--- src/rtl/tmrdiv_pkg.sv ---
// Shared types, register indexes and prescale periods for the timer/divider block.
package tmrdiv_pkg;

    localparam int unsigned CfgIdxW  = 2;
    localparam int unsigned CfgDataW = 8;
    localparam int unsigned CountW   = 11;  // holds 1..1024 between steps

    typedef enum logic [CfgIdxW-1:0] {
        CFG_TIMER_ENABLE = 2'd0,
        CFG_CLOCK_SELECT = 2'd1,
        CFG_RELOAD_VALUE = 2'd2
    } cfg_index_t;

    localparam logic [1:0] SEL_1024 = 2'd0;
    localparam logic [1:0] SEL_16   = 2'd1;
    localparam logic [1:0] SEL_64   = 2'd2;
    localparam logic [1:0] SEL_256  = 2'd3;

    localparam logic [CountW-1:0] PERIOD_RESET = 11'd1024;

    typedef struct packed {
        logic       timer_enable;
        logic [1:0] clock_select;
        logic [7:0] reload_value;
    } cfg_t;

    function automatic logic [CountW-1:0] period_of(input logic [1:0] sel);
        logic [CountW-1:0] p;
        case (sel)
            SEL_16:  p = 11'd16;
            SEL_64:  p = 11'd64;
            SEL_256: p = 11'd256;
            default: p = 11'd1024;
        endcase
        return p;
    endfunction

endpackage

--- src/rtl/tmrdiv_cfg.sv ---
// Configuration register file: enable, clock select and reload value.
module tmrdiv_cfg (
    input  logic                             aclk,
    input  logic                             aresetn,
    input  logic                             cfg_wr_en,
    input  logic [tmrdiv_pkg::CfgIdxW-1:0]   cfg_index,
    input  logic [tmrdiv_pkg::CfgDataW-1:0]  cfg_wdata,
    output tmrdiv_pkg::cfg_t                 cfg
);

    tmrdiv_pkg::cfg_t cfg_reg;
    tmrdiv_pkg::cfg_t cfg_next;

    always_comb begin
        cfg_next = cfg_reg;
        if (cfg_wr_en) begin
            unique case (cfg_index)
                tmrdiv_pkg::CFG_TIMER_ENABLE: cfg_next.timer_enable = cfg_wdata[0];
                tmrdiv_pkg::CFG_CLOCK_SELECT: cfg_next.clock_select = cfg_wdata[1:0];
                tmrdiv_pkg::CFG_RELOAD_VALUE: cfg_next.reload_value = cfg_wdata;
                default: ;  // unused index: drop the write
            endcase
        end
    end

    always_ff @(posedge aclk) begin
        if (!aresetn) begin
            cfg_reg <= '0;
        end else begin
            cfg_reg <= cfg_next;
        end
    end

    assign cfg = cfg_reg;

endmodule

--- src/rtl/tmrdiv_core.sv ---
// Timer state update: divider, prescale countdown, counter and result register.
module tmrdiv_core (
    input  logic             aclk,
    input  logic             aresetn,
    input  logic             step,
    input  logic [7:0]       cycles,
    input  tmrdiv_pkg::cfg_t cfg,
    output logic [7:0]       divider_value,
    output logic [7:0]       counter_value,
    output logic             timer_irq
);

    logic [8:0]                     accum_reg, accum_next;
    logic [7:0]                     divider_reg, divider_next;
    logic [tmrdiv_pkg::CountW-1:0]  count_reg, count_next;
    logic [7:0]                     counter_reg, counter_next;
    logic [1:0]                     last_sel_reg, last_sel_next;
    logic                           irq_reg, irq_next;

    logic [8:0]                     accum_sum;
    logic [tmrdiv_pkg::CountW-1:0]  count_base;
    logic [tmrdiv_pkg::CountW:0]    count_diff;

    always_comb begin
        accum_sum = accum_reg + {1'b0, cycles};
        if (accum_sum[8]) begin
            // reached 256: drop remainder, tick divider
            accum_next   = '0;
            divider_next = divider_reg + 8'd1;
        end else begin
            accum_next   = accum_sum;
            divider_next = divider_reg;
        end

        // reload on a new select before counting down
        last_sel_next = cfg.clock_select;
        count_base    = (cfg.clock_select != last_sel_reg) ?
                        tmrdiv_pkg::period_of(cfg.clock_select) : count_reg;
        count_diff    = {1'b0, count_base} - {4'b0, cycles};

        count_next   = count_base;
        counter_next = counter_reg;
        irq_next     = 1'b0;
        if (cfg.timer_enable) begin
            count_next = count_diff[tmrdiv_pkg::CountW-1:0];
            if (count_diff[tmrdiv_pkg::CountW] || count_diff == '0) begin
                count_next = tmrdiv_pkg::period_of(cfg.clock_select);
                if (counter_reg == 8'hFF) begin
                    counter_next = cfg.reload_value;
                    irq_next     = 1'b1;
                end else begin
                    counter_next = counter_reg + 8'd1;
                end
            end
        end
    end

    always_ff @(posedge aclk) begin
        if (!aresetn) begin
            accum_reg    <= '0;
            divider_reg  <= '0;
            count_reg    <= tmrdiv_pkg::PERIOD_RESET;
            counter_reg  <= '0;
            last_sel_reg <= tmrdiv_pkg::SEL_1024;
            irq_reg      <= 1'b0;
        end else if (step) begin
            accum_reg    <= accum_next;
            divider_reg  <= divider_next;
            count_reg    <= count_next;
            counter_reg  <= counter_next;
            last_sel_reg <= last_sel_next;
            irq_reg      <= irq_next;
        end
    end

    assign divider_value = divider_reg;
    assign counter_value = counter_reg;
    assign timer_irq     = irq_reg;

    a_accum_below_256: assert property (@(posedge aclk) disable iff (!aresetn)
        !accum_reg[8]) else $error("divider accumulator reached 256 between steps");

    a_count_nonzero: assert property (@(posedge aclk) disable iff (!aresetn)
        count_reg != '0 && count_reg <= tmrdiv_pkg::PERIOD_RESET)
        else $error("prescale countdown out of range");

    a_disabled_holds: assert property (@(posedge aclk) disable iff (!aresetn)
        step && !cfg.timer_enable |=> $stable(counter_reg) && !irq_reg)
        else $error("counter moved while timer disabled");

    a_irq_reload: assert property (@(posedge aclk) disable iff (!aresetn)
        step && irq_next |=> counter_reg == $past(cfg.reload_value))
        else $error("overflow did not load reload value");

endmodule

--- src/rtl/timer_divider_with_reload_top.sv ---
// Programmable timer with free-running divider, prescaler and reload.
//
// Input channel (s_valid/s_ready, s_elapsed_cycles): one beat per emulated
// step, carrying the machine cycles elapsed since the previous beat.
// Result channel (m_valid/m_ready): one beat per input beat, in order,
// carrying the divider register, the timer counter and the interrupt pulse
// as they stand after that step.
// Configuration: cfg_wr_en/cfg_index/cfg_wdata write enable (0), clock
// select (1) and reload value (2); write only while idle.
// Path: a beat is captured in the input register and then, once the result
// slot is free or being drained, updated into the result register.
// Throughput: one beat per cycle while m_ready stays high, set by the
// combinational state update between the two registers.
// Stall: when m_ready is low the result holds, the input register fills,
// and s_ready drops only once both are occupied.
// Reset (aresetn low, synchronous): registers cleared except the input
// data register, prescale countdown set to 1024, both channels empty.
module timer_divider_with_reload_top (
    input  logic                             aclk,
    input  logic                             aresetn,
    input  logic                             cfg_wr_en,
    input  logic [tmrdiv_pkg::CfgIdxW-1:0]   cfg_index,
    input  logic [tmrdiv_pkg::CfgDataW-1:0]  cfg_wdata,
    input  logic                             s_valid,
    output logic                             s_ready,
    input  logic [7:0]                       s_elapsed_cycles,
    output logic                             m_valid,
    input  logic                             m_ready,
    output logic [7:0]                       m_divider_value,
    output logic [7:0]                       m_counter_value,
    output logic                             m_timer_irq
);

    tmrdiv_pkg::cfg_t cfg;

    logic       in_valid_reg, in_valid_next;
    logic [7:0] in_cycles_reg;
    logic       out_valid_reg, out_valid_next;
    logic       step;

    // advance when the result slot is free or being drained
    assign step    = in_valid_reg && (!out_valid_reg || m_ready);
    assign s_ready = !in_valid_reg || step;

    always_comb begin
        in_valid_next  = s_valid ? 1'b1 : (in_valid_reg && !step);
        out_valid_next = step ? 1'b1 : (out_valid_reg && !m_ready);
    end

    always_ff @(posedge aclk) begin
        if (!aresetn) begin
            in_valid_reg  <= 1'b0;
            out_valid_reg <= 1'b0;
        end else begin
            in_valid_reg  <= s_ready ? in_valid_next : in_valid_reg;
            out_valid_reg <= out_valid_next;
        end
    end

    always_ff @(posedge aclk) begin
        if (s_valid && s_ready) begin
            in_cycles_reg <= s_elapsed_cycles;
        end
    end

    tmrdiv_cfg u_cfg (
        .aclk      (aclk),
        .aresetn   (aresetn),
        .cfg_wr_en (cfg_wr_en),
        .cfg_index (cfg_index),
        .cfg_wdata (cfg_wdata),
        .cfg       (cfg)
    );

    tmrdiv_core u_core (
        .aclk          (aclk),
        .aresetn       (aresetn),
        .step          (step),
        .cycles        (in_cycles_reg),
        .cfg           (cfg),
        .divider_value (m_divider_value),
        .counter_value (m_counter_value),
        .timer_irq     (m_timer_irq)
    );

    assign m_valid = out_valid_reg;

endmodule
--- config.mk ---
export PLATFORM = sky130hd
export DESIGN_NAME = timer_divider_with_reload_top
export DESIGN_NICKNAME = d
export VERILOG_FILES = /design/src/rtl/tmrdiv_pkg.sv /design/src/rtl/tmrdiv_cfg.sv /design/src/rtl/tmrdiv_core.sv /design/src/rtl/timer_divider_with_reload_top.sv
export SDC_FILE = /design/constraint.sdc
export NUM_CORES = 1
export LEC_CHECK = 0
export BUFFER_PORTS_ARGS = -buffer_cell sky130_fd_sc_hd__buf_4
export CORE_UTILIZATION = 25
export DETAILED_ROUTE_END_ITERATION = 8
export PLACE_DENSITY_LB_ADDON = 0.12
export SETUP_SLACK_MARGIN = 0.15
export SLEW_MARGIN = 0
export SYNTH_ARGS = -nofsm -noshare
export SYNTH_HDL_FRONTEND = slang
export SYNTH_SLANG_ARGS = --single-unit
--- constraint.sdc ---
create_clock -name aclk -period 4.3 [get_ports aclk]
set_input_delay 0.215 -clock aclk [delete_from_list [all_inputs] [get_ports aclk]]
set_output_delay 0.215 -clock aclk [all_outputs]
set_load 0.005 [all_outputs]
==> results.sh <==
export IMPL_status="finished clean"
export IMPL_vdd_drop_max_mv=0.139
export IMPL_dp_hpwl_um=6240
export IMPL_cpMostUsedCell="xor2_1"
export IMPL_cp_max_fo=11
export IMPL_max_slew_worst_pin_slew_ps=1100
export IMPL_drive_gt1_frac=0.174
export IMPL_num_vias=2880
export IMPL_power_density_mw_per_mm2=373
export IMPL_dp_slack_ps=174
export IMPL_cp_slowest_stage_delay_ps=580
export IMPL_fin_worst_skew_ps=9.98
export IMPL_wire_per_inst_um=14.4
export IMPL_grt_max_degree=47
export IMPL_die_x_um=119
export IMPL_cts_tree="done"
export IMPL_numPortBuffers=41
export IMPL_clk_pin_slew_ps=50
export IMPL_worstHoldStart="s_elapsed_cycles[3]"
export IMPL_cts_max_level=3
export IMPL_synth_cells=389
export IMPL_setup_viol=0
export IMPL_tns_ps=0
export IMPL_fmax_ghz=0.258
export IMPL_endpoint_kind="register"
export IMPL_wirelength_um=8730
export IMPL_nets=469
export IMPL_hold_viol=0
export IMPL_crit_slowest_cell="or4_4"
export IMPL_async_flop_share=0
export IMPL_ff2ff_setup_slack_ps=430
export IMPL_synth_edf_count=8
export IMPL_grt_total_usage=0.130
export IMPL_top_level_ports=42
export IMPL_hold_path_class="input port to register"
export IMPL_rsz0062_at_grt="false"
export IMPL_clock_sinks=59
export IMPL_maxSlewHeadroom=0.259
export IMPL_cp_cell_sequence="xor2_1 -> nor2_2 -> nand2_1 -> ha_1 -> inv_1 -> fa_1 -> a21oi_1 -> o211ai_2 -> a31oi_1 -> xor2_1 -> or4_4 -> o31a_2 -> o311ai_4 -> o41ai_2"
export IMPL_cp_start_kind="register"
export IMPL_place_area_mm2=0.00388
export IMPL_min_period_ps=3870
export IMPL_cts_max_path_buffers=2
export IMPL_antenna_found_initial=0
export IMPL_ant_nets=0
export IMPL_synth_top_area_share=0.299
export IMPL_yosysTopAreaCell="dfxtp_1"
export IMPL_synth_most_common_cell="dfxtp_1"
export IMPL_cp_top_family="compound AO/OA/AOI/OAI gates"
export IMPL_p_leak_uw=0.00177
export IMPL_fin_ws_ps=431
export IMPL_crit_path_start="u_core.last_sel_reg[0]"
export IMPL_multi_input_area_mm2=0.00200
export IMPL_drt_first_pass_iters=4
export IMPL_ys_seq_elements=59
export IMPL_coreArea_mm2=0.0133
export IMPL_ff_latch_area_mm2=0.00126
export IMPL_cts_root_buffer="clkbuf_16"
export IMPL_maxCapViolCount=0
export IMPL_std_cell_rows=42
export IMPL_critPathArrivalTime_ps=4050
export IMPL_worstPathRequired_ps=4490
export IMPL_ys_warn_count=0
export IMPL_path_class="register to register"
export IMPL_synth_avg_cell_area_um2=8.78
export IMPL_ys_top_cells_by_area="dfxtp_1, edfxtp_1, ha_1"
export IMPL_cts_buffers_inserted=9
export IMPL_syn2layout_area_growth_pct=24.3
export IMPL_diodes=0
export IMPL_yosysSeqAreaShare=0.369
export IMPL_drt_iter0_drc=156
export IMPL_grt_pass1_vias=2752
export IMPL_gp_congestion=0.767
export IMPL_synth_ff_type="dfxtp_1"
export IMPL_worst_r2r_startpoint="u_core.last_sel_reg[0]"
export IMPL_dieHeight_um=119
export IMPL_design_area_mm2=0.00424
export IMPL_syn_nets=433
export IMPL_overflow=0
export IMPL_n_fill_cell=1348
export IMPL_die_area_mm2=0.0141
export IMPL_clock_latency_ps=330
export IMPL_period_share=0.900
export IMPL_ys_types=62
export IMPL_vias_per_cell=4.75
export IMPL_syn_area_mm2=0.00341
export IMPL_grt_pass1_wl_um=14300
export IMPL_cp_buffers_inverters=1
export IMPL_synth_top_cells_by_count="dfxtp_1, nor2_1, nand2_1, a21oi_1, ha_1"
export IMPL_drv_slew=0
export IMPL_drcViolationCount=0
export IMPL_initial_core_util=0.257
export IMPL_hold_buffers=0
-- metal layers --
metal | vias to the layer above | GRT usage | routed length [um]
met1 | 1371 | 0.176 | 4350
li1 | 1468 | - | -
met5 | - | 0 | 0
met3 | 4 | 0.0263 | 265
met2 | 37 | 0.200 | 4040
met4 | 0 | 0.0570 | 76
-- timing repair --
action,CTS,global route
setup buffers,0,1
endpoints found under the setup margin,0,11
resized for setup,0,3
-- area by class of cell --
| type | instances | share of cell area |
|---|---|---|
| Inverter | 18 | 0.0159 |
| Clock buffer | 13 | 0.0637 |
| Clock inverter | 3 | 0.0162 |
| Sequential cell | 59 | 0.298 |
| Multi-Input combinational cell | 291 | 0.470 |
| Tap cell | 176 | 0.0519 |
| Timing Repair Buffer | 46 | 0.0843 |
-- final timing paths --
path                              to  depth (start not counted)
max          u_core.counter_value[7]                         14
min                 in_cycles_reg[3]                          1
max reg2reg  u_core.counter_value[7]                         14
min reg2reg      u_core.accum_reg[4]                          2
-- cells by family (layout without fill, tap and decap cells) --
logic type,count (synthesis),in the layout,synth area share
compound gates,92,92,0.199
xor+xnor,23,23,0.0590
fa+ha+maj,21,21,0.0813
mux,16,16,0.0473
buf+inv,39,80,0.0476
flops,59,59,0.369
simple gates,139,139,0.196
-- per-stage QoR --
step	util	hold WS (ps)	instances	power (uW)
after floorplan	-	314	389	728
after global placement	0.292	393	589	780
after detailed placement	0.292	394	589	781
after CTS	0.317	44.8	605	1610
after global routing	0.319	46.8	606	1650
final	0.319	58.6	606	1580
-- power breakdown --
part / total [uW] / internal [uW] / switching [uW]
Sequential: 592 / 578 / 14.2
Clock: 809 / 556 / 253
Combinational: 182 / 77.9 / 104
-- cells in the final DEF (no fill, tap or decap), types with 4 or more instances in the layout --
cell type / count
ha_1: 19
dfxtp_1: 50
clkbuf_16: 9
buf_4: 45
mux2i_1: 15
a21o_1: 4
inv_1: 16
nand4_1: 4
a211oi_1: 7
a21oi_1: 24
and2_1: 8
o21ai_0: 9
nand3_1: 14
and3_1: 5
nand2b_1: 4
xor2_1: 9
nor2b_1: 6
nor3_1: 7
edfxtp_1: 8
nor2_1: 46
a22oi_1: 9
xnor2_1: 14
nand2_1: 29
a31oi_1: 6
Note: power is estimated with default switching activity, not from simulation.
